==> config.mk <==
export PLATFORM = sky130hd
export DESIGN_NAME = tncc_front
export DESIGN_NICKNAME = d
export VERILOG_FILES = /design/src/hdl/tncc_pkg.sv /design/src/hdl/tncc_front.sv
export SDC_FILE = /design/constraint.sdc
export NUM_CORES = 1
export LEC_CHECK = 0
export BUFFER_PORTS_ARGS = -buffer_cell sky130_fd_sc_hd__buf_2
export CORE_MARGIN = 2
export CORE_UTILIZATION = 25
export CTS_CLUSTER_DIAMETER = 40
export DETAILED_ROUTE_END_ITERATION = 10
export GPL_ROUTABILITY_DRIVEN = 0
export PLACE_DENSITY = 0.48
export SETUP_SLACK_MARGIN = 0.1
export SYNTH_ARGS = -nofsm -noshare
export SYNTH_HDL_FRONTEND = slang
export SYNTH_SLANG_ARGS = --single-unit
==> constraint.sdc <==
create_clock -name clk -period 37.7 [get_ports clk]
set_input_delay 9.425 -clock clk [delete_from_list [all_inputs] [get_ports clk]]
set_output_delay 9.425 -clock clk [all_outputs]
set_load 0.01 [all_outputs]
==> src/hdl/tncc_pkg.sv <==
`default_nettype none
// ----------------------------------------------------------------------------
// tncc_pkg: shared types and constants of the token classifier
// Centroid table, radii, feature widths and the front-end handoff struct.
// ----------------------------------------------------------------------------
package tncc_pkg;

  localparam int MaxGoals   = 16;
  localparam int CountLimit = 255;
  localparam int CntW       = 8;
  localparam int GoalW      = 5;
  localparam int NumCent    = 11;
  localparam int NumFeat    = 8;
  localparam int FeatW      = 17;   // 0..65536
  localparam int DistW      = 37;   // 8 * (2^17)^2 fits
  localparam logic [15:0] HashBasis = 16'h2325;
  localparam logic [15:0] HashPrime = 16'h01b3;
  localparam logic [DistW-1:0] RadSq050 = 37'd1073741824;
  localparam logic [DistW-1:0] RadSq045 = 37'd869730877;

  typedef logic [FeatW-1:0] feat_t;
  typedef logic [CntW-1:0]  cnt_t;

  // token summary handed from the front end to the classifier
  typedef struct packed {
    cnt_t        length;
    cnt_t        vowels;
    cnt_t        consonants;
    cnt_t        digits;
    cnt_t        others;
    logic [15:0] head_hash;
    logic [15:0] tail_hash;
  } token_sum_t;

  function automatic logic [15:0] hash_step(input logic [15:0] h, input logic [7:0] c);
    logic [31:0] p;
    p = 32'(h ^ {8'd0, c}) * 32'(HashPrime);
    return p[15:0];
  endfunction

  function automatic feat_t centroid(input logic [3:0] k, input logic [2:0] f);
    feat_t t [0:NumCent-1][0:NumFeat-1];
    t[0]  = '{19661, 21627, 32768, 0, 0, 0,    29491, 39322};
    t[1]  = '{19661, 19005, 28180, 0, 0, 0,    32768, 36045};
    t[2]  = '{19661, 21627, 32768, 0, 0, 0,    16384, 26214};
    t[3]  = '{22938, 19005, 37356, 0, 0, 0,    19661, 29491};
    t[4]  = '{22938, 28180, 28180, 0, 0, 0,    36045, 32768};
    t[5]  = '{19661, 21627, 32768, 0, 0, 0,    22938, 42598};
    t[6]  = '{19661, 19005, 28180, 0, 0, 9175, 26214, 32768};
    t[7]  = '{13107, 16384, 32768, 0, 0, 0,    39322, 19661};
    t[8]  = '{13107, 16384, 32768, 0, 0, 0,    36045, 29491};
    t[9]  = '{19661, 21627, 32768, 0, 0, 0,    16384, 22938};
    t[10] = '{22938, 19005, 28180, 0, 0, 9175, 29491, 36045};
    if (k < 4'(NumCent)) return t[k][f];
    return '0;
  endfunction

  function automatic logic [DistW-1:0] radius_sq(input logic [3:0] k);
    if (k == 4'd2 || k == 4'd9 || k == 4'd10) return RadSq045;
    return RadSq050;
  endfunction

endpackage
`default_nettype wire

==> src/hdl/tncc_front.sv <==
`default_nettype none
// ----------------------------------------------------------------------------
// tncc_front: per-byte tokenizer and counters
// Lowercases, updates counts and hashes, reports a finished token.
// ----------------------------------------------------------------------------
module tncc_front
  import tncc_pkg::*;
(
  input  wire logic       clk,
  input  wire logic       rst,
  input  wire logic       step,
  input  wire logic [7:0] text_byte,
  input  wire logic       end_of_text,
  output logic            tok_done,
  output token_sum_t      tok
);
  cnt_t        len, vow, con, dig, oth;
  logic [15:0] head;
  logic [23:0] tail;
  logic [7:0]  c;
  logic        is_tok, is_vow, is_let, is_dig;
  cnt_t        len_n, vow_n, con_n, dig_n, oth_n;
  logic [15:0] head_n, th;
  logic [23:0] tail_n;

  function automatic cnt_t sat_inc(input cnt_t v);
    return (v >= cnt_t'(CountLimit)) ? cnt_t'(CountLimit) : v + cnt_t'(1);
  endfunction

  // classify byte and compute token state after it
  always_comb begin
    c = (text_byte >= 8'h41 && text_byte <= 8'h5a) ? text_byte + 8'd32 : text_byte;
    is_let = c >= 8'h61 && c <= 8'h7a;
    is_dig = c >= 8'h30 && c <= 8'h39;
    is_tok = is_let || is_dig || c == 8'h5f;
    is_vow = c == 8'h61 || c == 8'h65 || c == 8'h69 || c == 8'h6f || c == 8'h75;
    len_n = len; vow_n = vow; con_n = con; dig_n = dig; oth_n = oth;
    head_n = head; tail_n = tail;
    if (is_tok) begin
      if (len < 8'd3) head_n = hash_step(head, c);
      tail_n = {tail[15:0], c};
      len_n = sat_inc(len);
      if (is_vow) vow_n = sat_inc(vow);
      else if (is_let) con_n = sat_inc(con);
      else if (is_dig) dig_n = sat_inc(dig);
      else oth_n = sat_inc(oth);
    end
    // tail hash over last min(len,3) chars, oldest first
    th = HashBasis;
    if (len_n >= 8'd3) th = hash_step(th, tail_n[23:16]);
    if (len_n >= 8'd2) th = hash_step(th, tail_n[15:8]);
    if (len_n >= 8'd1) th = hash_step(th, tail_n[7:0]);
  end

  always_ff @(posedge clk) begin
    if (rst) begin
      len <= '0; vow <= '0; con <= '0; dig <= '0; oth <= '0;
      head <= HashBasis; tail <= '0;
      tok_done <= 1'b0;
    end else begin
      tok_done <= 1'b0;
      if (step) begin
        if ((!is_tok || end_of_text) && len_n != '0) begin
          tok_done <= 1'b1;
          tok <= '{len_n, vow_n, con_n, dig_n, oth_n, head_n, th};
        end
        if (!is_tok || end_of_text) begin
          len <= '0; vow <= '0; con <= '0; dig <= '0; oth <= '0;
          head <= HashBasis; tail <= '0;
        end else begin
          len <= len_n; vow <= vow_n; con <= con_n; dig <= dig_n; oth <= oth_n;
          head <= head_n; tail <= tail_n;
        end
      end
    end
  end
endmodule
`default_nettype wire

==> reports/metrics.sh <==
RUN_STATUS='complete, no violations'
FINAL-HOLD-VIOLATION-COUNT=0
SHARE_OF_SYNTHESIZED_AREA_OCCUPIED_BY_FLIP_FLOPS_AND_LATCHES_PCT=27.16
FF_LATCH_COUNT_SYNTH=153
DIE_W_MICRONS=240.0
BUFFERS_ADDED_ON_PORTS=84
GLOBALROUTE.TOTALOVERFLOW=0
IOS=85
CRITPATHMAXSTAGEDELAY_NS=0.59
MAPPEDNETLISTAREA_SQ_MM=0.01393
CRITPATHARRIVALTIME_NS=21.72
ASYNC_RESET_FF_SHARE_PCT=0
CTS_HTREE_LEVELS=4
NUMBER_OF_SYNTHESIZED_FLOPS_WITH_AN_ENABLE_PIN=72
POSTSYNTHAREAPERCELL_SQ_UM=9.194
SETUP.WORST_PATH.END='tok[15]$_DFFE_PP_'
REG2REGPATHDEPTH=41
DOMINANTREGCELLSYNTH='dfxtp_1'
TIMING.FMAX_MHz=46.65
HP-CLASS='reg -> reg'
FINALINSTANCEAREA_SQ_MM=0.01581
CTS_SETUP_BUFFERS=0
GRT_START_MAX_NET_PINS=77
CLOCK_POWER_SHARE_PCT=15.0
PLACEDCELLCOUNT=2308
WORST-SETUP-PATH-TYPE='in -> reg'
CLOCK_LATENCY_NS=0.45
FINALMAXSLEWVIOLATIONS=0
P_SW_W=0.0005539
SETUP_TNS_FINAL_NS=0
RSZ0062_AT_GRT='false'
INITIAL_STANDARD_CELL_UTILIZATION_OF_THE_CORE_PCT=25.28
PATH_COMMON_CELL='fa_1'
TIMING.FINAL.CRIT_SHARE_PCT=56.85
NUMBER_OF_FILLERS_IN_THE_FINAL_LAYOUT=5883
DIE_FOOTPRINT_SQ_MM=0.05762
TIMING.MAX_CAP.VIOLATIONS=0
SYNTH_CELLS=1515
CORE-AREA_SQ_MM=0.05509
NUMBER_OF_GLOBAL_ROUTE_VIAS_BEFORE_REPAIR=10470
CRIT-REG2REG-LAUNCH='tail[16]$_SDFFE_PP0P_'
UNIQUE_MASTERS_POST_SYNTH=75
CTS.CLK_SLEW.WORST_PATHS_NS=0.08
CTS.PATH.MAX_BUFFERS=2
CRITPATHTOPFAMILY='adder cells'
CRIT_PATH_FROM='text_byte[1]'
WORST_SETUP_PATH_END_KIND='flop'
POWER_FRAC_SEQ_PCT=16.2
FINALSETUPVIOLATIONS=0
GRT_PASS1_WL_MM=56.46
POWER.INTERNAL_W=0.0006540
POWER_DENSITY_mW_PER_MM2=76.41
DIEHEIGHT_MICRONS=240.0
SW_FRAC_OF_TOTAL_PCT=45.86
DETAILROUTE.VIA_COUNT=10440
ANTENNA_FOUND_INITIAL=1
FIN_CELLS=2341
CLOCK_TREE_FROM_TRITONCTS='done'
COMBINATIONALPOWERSHARE_PCT=68.8
TOTAL_WIRE_LENGTH_MM=34.51
DETAIL_ROUTE.ITER0.VIOLATIONS=551
CTS.SINKS=153
GROUTE.USAGE.OVERALL_PCT=12.38
R2R_SLACK_NS=27.00
CTS_MADE_BUFFERS=17
LEAKAGE_nW=6.902
DPL-INSTANCE-AREA_SQ_MM=0.01517
CLOCK_SKEW_AFTER_LAYOUT_NS=0.01307
DRT_FIRST_PASS_ITERS=5
CRITICAL_PATH_DEPTH=45
WORST_R2R_ENDPOINT='tok[15]$_DFFE_PP_'
STD_CELL_ROWS=86
DETAIL_ROUTE.VIAS_PER_CELL=4.457
CRITPATHMAXFANOUT=12
DP.FINAL_HPWL_MM=26.83
POST_ROUTE_CELLS_DRIVE_ABOVE_1_SHARE_PCT=10.24
FINAL_NETS=1862
CRIT_REQUIRED_NS=37.99
MAX-VDD-IR-DROP_mV=0.08062
CTS-ROOT-BUF='clkbuf_16'
STARTPOINT_TYPE_OF_THE_WORST_SETUP_PATH='input port'
DRTANTENNAVIOLNETS=0
SYNTH.NET_COUNT=1798
POSTLAYOUTCOREUTIL_PCT=28.69
PATH_BUF_INV=10
POST_CTS.RESIZED_INSTANCES=0
SLEW_HEADROOM_PCT=28.48
DRT_DRC_VIOLATIONS_LEFT=0
TIMING.CRITICAL_PATH.SLOWEST_STAGE_CELL='nor2_2'
YOSYS_WARNINGS=0
DETAIL_ROUTE.WL_PER_CELL_MICRONS=14.74
POST-ROUTE-MIN-PERIOD_NS=21.43
CTS_HOLD_BUF=0
MAX_SLEW.WORST_PIN.SLEW_NS=1.070
LAYOUT-AREA-OVERHEAD-VS-SYNTH_PCT=13.48
## worst min-delay path by stage
stage | from | endpoint | slack, ns | cells after the start
6_report | tail[23]$_SDFFE_PP0P_ | tail[23]$_SDFFE_PP0P_ | 0.47 | 2
5_1_grt | tail[22]$_SDFFE_PP0P_ | tail[22]$_SDFFE_PP0P_ | 0.51 | 2
4_1_cts | tail[22]$_SDFFE_PP0P_ | tail[22]$_SDFFE_PP0P_ | 0.47 | 2
3_5_place_dp | tail[22]$_SDFFE_PP0P_ | tail[22]$_SDFFE_PP0P_ | 0.46 | 2
3_3_place_gp | tail[22]$_SDFFE_PP0P_ | tail[22]$_SDFFE_PP0P_ | 0.46 | 2
2_1_floorplan | tail[23]$_SDFFE_PP0P_ | tail[23]$_SDFFE_PP0P_ | 0.43 | 2
## kinds of logic (layout without fill, tap and decap cells)
logic type | Yosys count | in the layout | synth area share [%]
XOR/XNOR | 91 | 91 | 5.722
AO/OA/AOI/OAI | 237 | 237 | 11.42
multiplexers | 31 | 31 | 2.326
adder cells (fa/ha/maj) | 271 | 271 | 30.86
flip-flops | 153 | 153 | 27.16
other | 0 | 1 | 0
buffers and inverters | 322 | 399 | 8.830
AND/OR/NAND/NOR | 410 | 410 | 13.68
## sequential cells by signal, indices dropped and copies added (netlist names)
register	flops
tail	24
head	16
tok_done	1
dig	8
con	8
oth	8
vow	8
len	8
tok	72
## cell type report
class,instances,area [sq um],area share (%)
flip-flops and latches,153,3784,23.94
clock buffers,17,425.4,2.691
well taps,748,935.9,5.921
diodes,1,2.502,0.01583
repair buffers,94,495.5,3.134
inverters,273,1025,6.482
multi-input cells,1040,8931,56.50
clock inverters,15,209.0,1.322
## metal layers
| layer | GRT usage (%) | vias to the layer above | part of all wire [%] |
|---|---|---|---|
| met5 | 0 | - | 0 |
| met4 | 3.124 | 0 | 1.2 |
| li1 | - | 5172 | - |
| met1 | 16.67 | 5082 | 48 |
| met3 | 1.722 | 24 | 3.0 |
| met2 | 20.81 | 157 | 48 |
## layout by cell type (no fill, tap or decap), drive strengths merged, types with 35 or more instances in the layout
cell / n
nor2: 120
a21oi: 72
edfxtp: 72
o21ai: 37
inv: 282
ha: 150
buf: 94
fa: 121
a22oi: 37
dfxtp: 81
xnor2: 56
nand3: 43
nand2: 139
xor2: 35
## worst min-delay path, delay by kind of cell, from the launching register on
kind / cells / cell delay (ns)
flops: 1 / 0.32
simple gates: 1 / 0.05
compound gates: 1 / 0.05
## power groups by stage
stage	Combinational (W)	Sequential, W	Clock [W]
detailed placement	0.000838	0.000199	0
global route	0.000968	0.000196	0.000193
finish	0.000831	0.000195	0.000181
CTS	0.000848	0.000196	0.000188
global placement	0.000838	0.000199	0
floorplan	0.000681	0.000202	0
## cells in the mapped netlist (5+ instances only)
cell	count	area, sq um
a41oi_1	5	43.79
mux2i_1	20	200.2
a21o_1	10	75.07
o21bai_1	9	67.56
o211ai_1	5	37.54
nand3_1	43	215.2
nor2b_1	14	87.58
xnor2_1	56	490.5
a21oi_1	72	360.4
a22oi_1	37	277.8
nand2_1	138	518.0
o22ai_1	6	37.54
buf_2	11	55.05
nand2b_1	5	31.28
mux2_2	11	123.9
or3_1	6	37.54
o21a_1	5	37.54
xor2_1	35	306.5
ha_1	150	1877
edfxtp_1	72	2162
dfxtp_1	81	1622
a31oi_1	14	87.58
o21ai_0	33	165.2
nor2_1	118	442.9
nor3_1	18	90.09
and2_1	11	68.82
fa_1	121	2422
inv_1	273	1025
and3_1	14	87.58
a31o_2	5	43.79
nand4_1	13	81.33
clkbuf_1	33	123.9
## per-stage QoR
| step | hold slack [ns] | setup slack (ns) | power, W |
|---|---|---|---|
| floorplan | 0.4322 | 16.96 | 0.0008825 |
| global placement | 0.4556 | 16.04 | 0.001038 |
| detailed placement | 0.4558 | 15.81 | 0.001037 |
| CTS | 0.4673 | 16.26 | 0.001232 |
| global route | 0.5062 | 15.45 | 0.001357 |
| finish | 0.4661 | 16.27 | 0.001208 |
(Power assumes the default switching activity.)
