===== src/hdl/tncc_pkg.sv =====
`default_nettype none
// ----------------------------------------------------------------------------
// tncc_pkg: shared types and constants of the token classifier
// Centroid table, radii, feature widths and the front-end handoff struct.
// ----------------------------------------------------------------------------
package tncc_pkg;

  localparam int MaxGoals   = 16;
  localparam int CountLimit = 255;
  localparam int CntW       = 8;
  localparam int GoalW      = 5;
  localparam int NumCent    = 11;
  localparam int NumFeat    = 8;
  localparam int FeatW      = 17;   // 0..65536
  localparam int DistW      = 37;   // 8 * (2^17)^2 fits
  localparam logic [15:0] HashBasis = 16'h2325;
  localparam logic [15:0] HashPrime = 16'h01b3;
  localparam logic [DistW-1:0] RadSq050 = 37'd1073741824;
  localparam logic [DistW-1:0] RadSq045 = 37'd869730877;

  typedef logic [FeatW-1:0] feat_t;
  typedef logic [CntW-1:0]  cnt_t;

  // token summary handed from the front end to the classifier
  typedef struct packed {
    cnt_t        length;
    cnt_t        vowels;
    cnt_t        consonants;
    cnt_t        digits;
    cnt_t        others;
    logic [15:0] head_hash;
    logic [15:0] tail_hash;
  } token_sum_t;

  function automatic logic [15:0] hash_step(input logic [15:0] h, input logic [7:0] c);
    logic [31:0] p;
    p = 32'(h ^ {8'd0, c}) * 32'(HashPrime);
    return p[15:0];
  endfunction

  function automatic feat_t centroid(input logic [3:0] k, input logic [2:0] f);
    feat_t t [0:NumCent-1][0:NumFeat-1];
    t[0]  = '{19661, 21627, 32768, 0, 0, 0,    29491, 39322};
    t[1]  = '{19661, 19005, 28180, 0, 0, 0,    32768, 36045};
    t[2]  = '{19661, 21627, 32768, 0, 0, 0,    16384, 26214};
    t[3]  = '{22938, 19005, 37356, 0, 0, 0,    19661, 29491};
    t[4]  = '{22938, 28180, 28180, 0, 0, 0,    36045, 32768};
    t[5]  = '{19661, 21627, 32768, 0, 0, 0,    22938, 42598};
    t[6]  = '{19661, 19005, 28180, 0, 0, 9175, 26214, 32768};
    t[7]  = '{13107, 16384, 32768, 0, 0, 0,    39322, 19661};
    t[8]  = '{13107, 16384, 32768, 0, 0, 0,    36045, 29491};
    t[9]  = '{19661, 21627, 32768, 0, 0, 0,    16384, 22938};
    t[10] = '{22938, 19005, 28180, 0, 0, 9175, 29491, 36045};
    if (k < 4'(NumCent)) return t[k][f];
    return '0;
  endfunction

  function automatic logic [DistW-1:0] radius_sq(input logic [3:0] k);
    if (k == 4'd2 || k == 4'd9 || k == 4'd10) return RadSq045;
    return RadSq050;
  endfunction

endpackage
`default_nettype wire


===== src/hdl/tncc_divider.sv =====
`default_nettype none
// ----------------------------------------------------------------------------
// tncc_divider: shared restoring divider, one quotient bit per cycle
// Divides a 25-bit numerator by a 17-bit divisor; quotient 25 bits.
// ----------------------------------------------------------------------------
module tncc_divider
  import tncc_pkg::*;
(
  input  wire logic        clk,
  input  wire logic        rst,
  input  wire logic        start,
  input  wire logic [24:0] num,
  input  wire logic [16:0] den,
  output logic             done,
  output logic [24:0]      quot
);
  logic [24:0] shreg;
  logic [17:0] rem;
  logic [16:0] dreg;
  logic [4:0]  cnt;
  logic        busy;
  logic [17:0] trial;
  logic [17:0] diff;

  assign trial = {rem[16:0], shreg[24]};
  assign diff  = trial - {1'b0, dreg};

  // one restoring step a cycle
  always_ff @(posedge clk) begin
    if (rst) begin
      busy <= 1'b0;
      done <= 1'b0;
      cnt  <= '0;
    end else begin
      done <= 1'b0;
      if (start) begin
        busy <= 1'b1;
        cnt  <= 5'd25;
      end else if (busy) begin
        cnt <= cnt - 5'd1;
        if (cnt == 5'd1) begin
          busy <= 1'b0;
          done <= 1'b1;
        end
      end
    end
  end

  always_ff @(posedge clk) begin
    if (start) begin
      shreg <= num;
      dreg  <= den;
      rem   <= '0;
    end else if (busy) begin
      if (!diff[17]) begin
        rem   <= diff;
        shreg <= {shreg[23:0], 1'b1};
      end else begin
        rem   <= trial;
        shreg <= {shreg[23:0], 1'b0};
      end
    end
  end

  assign quot = shreg;
endmodule
`default_nettype wire


===== config.mk =====
export PLATFORM = sky130hd
export DESIGN_NAME = tncc_divider
export DESIGN_NICKNAME = d
export VERILOG_FILES = /design/src/hdl/tncc_pkg.sv /design/src/hdl/tncc_divider.sv
export SDC_FILE = /design/constraint.sdc
export NUM_CORES = 1
export LEC_CHECK = 0
export BUFFER_PORTS_ARGS = -buffer_cell sky130_fd_sc_hd__buf_4
export CORE_AREA = 4 4 101 103
export DETAILED_ROUTE_END_ITERATION = 16
export DIE_AREA = 0 0 105 107
export GPL_ROUTABILITY_DRIVEN = 0
export PLACE_DENSITY = 0.66
export REMOVE_ABC_BUFFERS = 1
export SLEW_MARGIN = 20
export SYNTH_ARGS = -nofsm -noshare
export SYNTH_HDL_FRONTEND = slang
export SYNTH_SLANG_ARGS = --single-unit

===== constraint.sdc =====
create_clock -name clk -period 3.8 [get_ports clk]
set_input_delay 0.19 -clock clk [delete_from_list [all_inputs] [get_ports clk]]
set_output_delay 0.19 -clock clk [all_outputs]
set_load 0.02 [all_outputs]

==> results_dict.tcl, run 1 <==
set metrics [dict create \
    status "complete, no violations" \
    fill_cells 863 \
    place_area_um2 4250 \
    drt-total-wl_um 8180 \
    clockPowerShare_pct 29.9 \
    synth_top_area_cell "edfxtp_1" \
    max_slew_margin_pct 32.3 \
    async_reset_ff_share_pct 0 \
    synth_warnings 0 \
    dr.pass1.iters 4 \
    power_frac_comb_pct 22.2 \
    post_cts_buffers 0 \
    areaGrowthSynthToFinish_pct 24.1 \
    tritoncts "built" \
    p_total_w 0.00181 \
    synth_area_per_cell_um2 10.7 \
    required_ps 4060 \
    grt_pass1_vias 2854 \
    initial_utilization_pct 39.6 \
    fin_crit_sh_pct 75.2 \
    setup_tns_ps 0 \
    hold_viol_final 0 \
    cp_max_fo 17 \
    worstSkewPairLatency_ps 350 \
    dp_cells 508 \
    cts-root-buf "clkbuf_8" \
    cap_violations 0 \
    finalNetCount 482 \
    drt_iter0_markers 132 \
    synth_top_area_share_pct 34.7 \
    skew_ps 8.96 \
    endpoint_kind "flip-flop" \
    hold_path_class "input port to flip-flop" \
    p_switching_w 0.000557 \
    post_cts_resized 0 \
    multiInputGateArea_um2 1740 \
    antenna_found_initial 0 \
    rsz0062_at_grt "no" \
    grt-ovfl-total 0 \
    critPathArrivalTime_ps 3120 \
    synthTopCellsByArea "edfxtp_1 (35%), dfxtp_1 (13%), mux2_2 (7.4%), ha_1 (6.5%), a21oi_1 (3.0%)" \
    num_vias 2851 \
    fin_crit_ps 2860 \
    die_w_um 105 \
    ant_nets 0 \
    clock-sinks 66 \
    power_density_nw_per_um2 402 \
    layout-drive-gt1-share_pct 30.6 \
    synth_edf_count 42 \
    worst-setup-path-type "flip-flop to flip-flop" \
    post_drt_wl_per_cell_um 15.3 \
    yosysUniqueCellTypes 56 \
    fp.coreArea_um2 9200 \
    grt_first_pass_wirelength_um 13600 \
    worst_pin_slew_ps 1010 \
    synth_common_cells "edfxtp_1 (42), nor2_1 (29), dfxtp_1 (24), inv_1 (24), mux2_2 (24)" \
    p_leak_nw 1.83 \
    fmax_ghz 0.350 \
    ys_seq_area_share_pct 47.9 \
    die-area_um2 11200 \
    internal-power_w 0.00126 \
    syn_inst 339 \
    clockBufferDepth 2 \
    io_buffers 70 \
    clk_pin_slew_ps 80 \
    drc 0 \
    seqPwrFrac_pct 47.9 \
    vias_per_cell 5.35 \
    grt_use_total_pct 15.0 \
    fin_cells 533 \
    slew_viol_final 0 \
    htreeDepth 3 \
    rows 35 \
    design_area_um2 4510 \
    num_antenna_cells 0 \
    synth_area_um2 3640 \
    top_level_ports 71 \
    synth_flop_cell "edfxtp_1" \
    yosysMostFrequentCell "edfxtp_1" \
    swShare_pct 30.7 \
    ff_latch_area_um2 1740 \
    synth_seq_cells 66 \
    ir_worst_vdd_mv 0.247 \
    cts_buffers 9 \
    startpoint_type "flip-flop" \
    grt_start_max_net_pins 59 \
    setup_viol 0 \
    dp_hpwl_um 5710 \
    die_y_um 107 \
]
==> power groups by stage <==
stage | sequential [W] | clock, W | combinational, W
2_1_floorplan | 0.000914 | 0 | 0.000219
3_3_place_gp | 0.000882 | 0 | 0.000391
3_5_place_dp | 0.000883 | 0 | 0.000395
4_1_cts | 0.000869 | 0.000560 | 0.000401
5_1_grt | 0.000877 | 0.000594 | 0.000446
6_report | 0.000868 | 0.000543 | 0.000403
==> final cells by class <==
type | instances | area share [%]
Tap cell | 111 | 3.08
Multi-Input combinational cell | 235 | 38.4
Inverter | 24 | 2.00
Sequential cell | 66 | 38.6
Clock inverter | 7 | 1.19
Timing Repair Buffer | 81 | 14.0
Clock buffer | 9 | 2.74
==> per-stage QoR <==
stage               hold slack, ps  setup WS, ps  util (%)
floorplan                      262          1390         -
global placement               369          1050      46.2
detailed placement             369           942      46.2
CTS                           1.38           925      48.5
global route                0.0742           637      49.1
finish                        13.5           942      49.1
==> critical path, cell delays in order, from the launching register on <==
cell and delay (ps):
dfxtp_1 340, ha_1 340, a21oi_1 200, a21oi_1 130
o21ai_1 250, a21bo_2 220, nand3_1 600, and3_2 510
o31ai_1 190
==> logic make-up after synthesis <==
family | share of synthesized area, %
AOI/OAI and AO/OA | 16.5
xor gates and xnor gates | 4.09
muxes | 7.43
DFF | 47.9
adders and majority gates | 7.08
and+or+nand+nor | 12.6
buffers and inverters | 4.44
==> cell usage in the layout, fill, tap and decap left out, types with 7 or more instances in the layout <==
| master | Yosys | layout |
|---|---|---|
| a21oi_1 | 22 | 22 |
| dlygate4sd3_1 | 0 | 9 |
| nand2_1 | 23 | 23 |
| edfxtp_1 | 42 | 42 |
| mux2_2 | 24 | 24 |
| dfxtp_1 | 24 | 24 |
| clkbuf_8 | 0 | 9 |
| buf_4 | 1 | 72 |
| xnor2_1 | 10 | 10 |
| nor2_1 | 29 | 29 |
| ha_1 | 19 | 19 |
| inv_1 | 24 | 23 |
| xor2_1 | 7 | 7 |
| o21ai_0 | 14 | 14 |
==> routing by layer <==
| layer | vias to the layer above | GRT usage, % | part of all wire [%] |
|---|---|---|---|
| met3 | 8 | 5.48 | 7.3 |
| li1 | 1405 | - | - |
| met1 | 1355 | 19.3 | 45 |
| met5 | - | 0 | 0 |
| met2 | 83 | 23.8 | 46 |
| met4 | 0 | 3.94 | 1.2 |
==> timing repair <==
item / CTS / global route
endpoints found under the hold margin: 4 / 5
setup endpoints to repair: 0 / 0
hold buffers: 4 / 5
==> registers in the layout (all words and copies together) (netlist names) <==
signal  count
done        1
quot       25
dreg       17
rem        17
busy        1
cnt         5
==> final timing paths <==
| kind | startpoint | to | slack, ps | cells after the start |
|---|---|---|---|---|
| hold / removal | den[2] | dreg[2]$_DFFE_PP_ | 10 | 1 |
| setup reg to reg | rem[1]$_SDFFE_PP0P_ | rem[1]$_SDFFE_PP0P_ | 940 | 8 |
| setup / recovery | rem[1]$_SDFFE_PP0P_ | rem[1]$_SDFFE_PP0P_ | 940 | 8 |
| hold reg to reg | rem[1]$_SDFFE_PP0P_ | rem[1]$_SDFFE_PP0P_ | 500 | 2 |
(Power assumes the default switching activity.)
==> run 2, diff against run 1 <==
clock period = 2.8 ns   (was 3.8 ns; I/O delays follow)
==> results_dict.tcl, run 2 (same netlist as run 1, synthesis figures left out) <==
set metrics [dict create \
    grt_first_pass_wirelength_um 13800 \
    r2r_start "quot[24]$_DFFE_PP_" \
    hold_path_end "quot[0]$_DFFE_PP_" \
    grt_use_total_pct 15.2 \
    required_ps 3050 \
    tritoncts "built" \
    fin_crit_ps 2530 \
    ff_latch_area_um2 1740 \
    final_cell_mix "buf_4 (78), edfxtp_1 (42), nor2_1 (29)" \
    power_density_nw_per_um2 529 \
    design_area_um2 4670 \
    ir_worst_vdd_mv 0.290 \
    r2r_slack_ps 270 \
    r2r_end "rem[12]$_SDFFE_PP0P_" \
    clk_pin_slew_ps 80 \
    place_area_um2 4310 \
    fmax_ghz 0.395 \
    status "complete, no violations" \
    finalNetCount 498 \
    fin_crit_sh_pct 90.3 \
    setup_viol 0 \
    hold_path_startpoint "num[0]" \
    num_vias 2889 \
    worst-setup-path-type "flip-flop to flip-flop" \
    die_y_um 107 \
    initial_utilization_pct 39.6 \
    drt-total-wl_um 8200 \
    num_antenna_cells 0 \
    slew_viol_final 0 \
    layout-drive-gt1-share_pct 31.1 \
    critPathArrivalTime_ps 2780 \
    grt_pass1_vias 2873 \
    cap_violations 0 \
    cts-root-buf "clkbuf_8" \
    fp.coreArea_um2 9200 \
    cts_buffers 9 \
    p_total_w 0.00247 \
    cp_top_family "compound AO/OA/AOI/OAI gates" \
    rsz0062_at_grt "no" \
    io_buffers 70 \
    clockBufferDepth 2 \
    cp_num_cells 10 \
    multiInputGateArea_um2 1740 \
    post_drt_wl_per_cell_um 14.9 \
    drc 0 \
    grt-ovfl-total 0 \
    slowest_delay_ps 380 \
    post_cts_resized 0 \
    hold_path_class "input port to flip-flop" \
    cp_cell_sequence "inv_1, ha_1, fa_1, nor2b_1, o31ai_1, a211oi_1, nor2_1, xnor2_1, nand3_2, a311oi_1" \
    startpoint_type "flip-flop" \
    worstSkewPairLatency_ps 340 \
    die_w_um 105 \
    htreeDepth 3 \
    p_leak_nw 1.91 \
    dp_hpwl_um 5870 \
    final_common_cell "buf_4" \
    endpoint_kind "flip-flop" \
    drt_iter0_markers 138 \
    worst_pin_slew_ps 728 \
    hold_viol_final 0 \
    cp_num_buf_inv 1 \
    largest_reg_flops 25 \
    dr.pass1.iters 4 \
    clock-sinks 66 \
    rows 35 \
    fin_hold_ws_ps 74.4 \
    setup_tns_ps 0 \
    whs_path_depth 3 \
    skew_ps 10.7 \
    cp_max_fo 5 \
    slowest_stage "fa_1" \
    grt_start_max_net_pins 45 \
    fill_cells 843 \
    ant_nets 0 \
    reg2reg_depth 10 \
    top_level_ports 71 \
    areaGrowthSynthToFinish_pct 28.3 \
    post-route-util_pct 50.8 \
    antenna_found_initial 0 \
    max_slew_margin_pct 51.3 \
    die-area_um2 11200 \
    vias_per_cell 5.26 \
]
## run 2: per-layer routing
layer	routed length (um)	GRT usage, %	share of wire (%)
met1	3670	18.8	45
met2	3790	25.1	46
met3	627	4.52	7.6
met4	119	5.62	1.5
met5	0	0	0
## run 2: repair_timing
action	4_1_cts	5_1_grt
setup buffers	0	0
hold buffers	18	0
endpoints found under the hold margin	18	0
## run 2: report_power, final
group | internal (W) | switching [W] | leakage (nW)
sequential | 0.00113 | 0.0000484 | 0.615
clock | 0.000327 | 0.000402 | 0.0822
combinational | 0.000265 | 0.000298 | 1.21
total | 0.00172 | 0.000748 | 1.91
## run 2: worst max path at each step
stage	startpoint	end
2_1_floorplan	quot[24]$_DFFE_PP_	rem[4]$_SDFFE_PP0P_
3_3_place_gp	quot[24]$_DFFE_PP_	rem[12]$_SDFFE_PP0P_
3_5_place_dp	quot[24]$_DFFE_PP_	rem[12]$_SDFFE_PP0P_
4_1_cts	quot[24]$_DFFE_PP_	rem[12]$_SDFFE_PP0P_
5_1_grt	quot[24]$_DFFE_PP_	rem[12]$_SDFFE_PP0P_
6_report	quot[24]$_DFFE_PP_	rem[12]$_SDFFE_PP0P_
## run 2: layout make-up
type                    instances  area share (%)
inverters                      24            1.93
multi-input cells             235            37.2
repair buffers                 97            16.8
clock buffers                   9            2.65
clock inverters                 7            1.15
well taps                     111            2.97
flip-flops and latches         66            37.3
## run 2: metrics by stage
step,setup WS [ps],cells
after floorplan,392,325
after global placement,346,515
after detailed placement,278,515
after CTS,253,549
after global routing,39.0,549
final,270,549
## run 2: tightest hold or removal path, cell delays in order
cell and delay (ps):
buf_4 70, nand2_1 40, o31ai_1 50
==> run 3, diff against run 2 <==
CORE_AREA = 4 4 83 124   (was 4 4 101 103)
DIE_AREA = 0 0 87 128   (was 0 0 105 107)
==> results_dict.tcl, run 3 (same netlist as run 1, synthesis figures left out) <==
set metrics [dict create \
    grt_use_total_pct 16.2 \
    fin_crit_sh_pct 90.5 \
    initial_utilization_pct 39.5 \
    finalNetCount 498 \
    p_switching_w 0.000781 \
    cts-root-buf "clkbuf_16" \
    fp.coreArea_um2 9200 \
    vias_per_cell 5.32 \
    dp_hpwl_um 6170 \
    fin_hold_ws_ps 13.5 \
    die_w_um 87 \
    grt_first_pass_wirelength_um 13900 \
    die-area_um2 11100 \
    status "complete, no violations" \
    multiInputGateArea_um2 1740 \
    drt-total-wl_um 8500 \
    seqPwrFrac_pct 39.6 \
    rows 43 \
    r2r_start "quot[24]$_DFFE_PP_" \
    worst_pin_slew_ps 717 \
    swShare_pct 26.2 \
    clockBufferDepth 2 \
    design_area_um2 4810 \
    power_density_nw_per_um2 620 \
    drt_iter0_markers 197 \
    areaGrowthSynthToFinish_pct 32.1 \
    final_common_cell "buf_4" \
    cap_violations 0 \
    cp-startpoint "quot[24]$_DFFE_PP_" \
    max_slew_margin_pct 52.0 \
    dr.pass1.iters 6 \
    worst-setup-path-type "flip-flop to flip-flop" \
    setup_tns_ps 0 \
    rsz0062_at_grt "no" \
    critPathArrivalTime_ps 2780 \
    layout-drive-gt1-share_pct 31.3 \
    setup_viol 0 \
    tritoncts "built" \
    hold_viol_final 0 \
    hold_path_startpoint "rst" \
    fmax_ghz 0.394 \
    ff_latch_area_um2 1740 \
    drc 0 \
    cts_buffers 9 \
    grt_pass1_vias 2974 \
    cp_max_fo 4 \
    endpoint_kind "flip-flop" \
    startpoint_type "flip-flop" \
    r2r_slack_ps 270 \
    internal-power_w 0.00220 \
    ir_worst_vdd_mv 0.429 \
    io_buffers 70 \
    skew_ps 6.45 \
    ant_nets 0 \
    preCtsSetupSlack_ps 289 \
    num_vias 2926 \
    die_y_um 128 \
    slew_viol_final 0 \
    largest_reg_flops 25 \
    clock-sinks 66 \
    clk_pin_slew_ps 60 \
    fill_cells 803 \
    power_frac_comb_pct 19.0 \
    hold_path_class "input port to flip-flop" \
    top_level_ports 71 \
    p_leak_nw 1.98 \
    post_cts_resized 0 \
    worstSkewPairLatency_ps 340 \
    post_drt_wl_per_cell_um 15.4 \
    place_area_um2 4310 \
    required_ps 3040 \
    clockPowerShare_pct 41.4 \
    antenna_found_initial 0 \
    final_cell_mix "buf_4 (80), edfxtp_1 (42), nor2_1 (29)" \
    setup_ws_ps 265 \
    grt_start_max_net_pins 27 \
    fin_crit_ps 2530 \
    grt-ovfl-total 0 \
    htreeDepth 3 \
    num_antenna_cells 0 \
]
==> run 3: cell types whose count changed in the layout (fill, tap and decap cells not counted), moves of 2 or more <==
cell	before	now
clkbuf_16	0	9
clkbuf_8	9	1
buf_4	78	80
bufinv_16	0	2
clkinvlp_4	3	1
inv_6	2	0
==> run 3: path summary, 6_finish.rpt <==
| check | to | cells after the start |
|---|---|---|
| max reg2reg | rem[12]$_SDFFE_PP0P_ | 10 |
| min reg2reg | rem[1]$_SDFFE_PP0P_ | 2 |
| max | rem[12]$_SDFFE_PP0P_ | 10 |
| min | cnt[0]$_SDFFE_PP0P_ | 2 |
==> run 3: timing repair <==
item,4_1_cts,5_1_grt
buffers inserted,0,0
hold endpoints to repair,17,0
hold buffers,17,0
==> run 3: layout make-up <==
type	instances	share of cell area, %
Sequential cell	66	36.2
Multi-Input combinational cell	235	36.1
Timing Repair Buffer	97	16.0
Clock buffer	10	4.97
Tap cell	112	2.92
Clock inverter	6	1.87
Inverter	24	1.87
==> run 3: layer usage <==
metal / GRT usage, % / vias up / part of all wire [%]
li1: - / 1440 / -
met1: 17.9 / 1359 / 39
met2: 27.1 / 106 / 51
met3: 5.14 / 21 / 7.3
met4: 8.90 / 0 / 3.1
met5: 0 / - / 0
==> run 3: per-stage QoR <==
step / util [%] / std cells / power (W)
floorplan: - / 325 / 0.00154
global placement: 46.8 / 517 / 0.00174
detailed placement: 46.8 / 517 / 0.00175
CTS: 52.3 / 550 / 0.00301
global route: 52.3 / 550 / 0.00312
finish: 52.3 / 550 / 0.00298
==> run 3: critical path, stage by stage (launching register included) <==
cell and delay, ps:
edfxtp_1 370, inv_1 50, ha_1 210, fa_1 390
nor2b_1 230, o31ai_1 170, a211oi_1 350, nor2_1 130
xnor2_1 190, nand3_2 90, a311oi_1 260
==> run 3: power by group through the flow <==
stage / clock network [W] / logic [W] / registers [W]
detailed placement: 0 / 0.000548 / 0.00120
finish: 0.00123 / 0.000567 / 0.00118
global placement: 0 / 0.000539 / 0.00120
global route: 0.00130 / 0.000625 / 0.00119
CTS: 0.00126 / 0.000570 / 0.00118
floorplan: 0 / 0.000297 / 0.00124
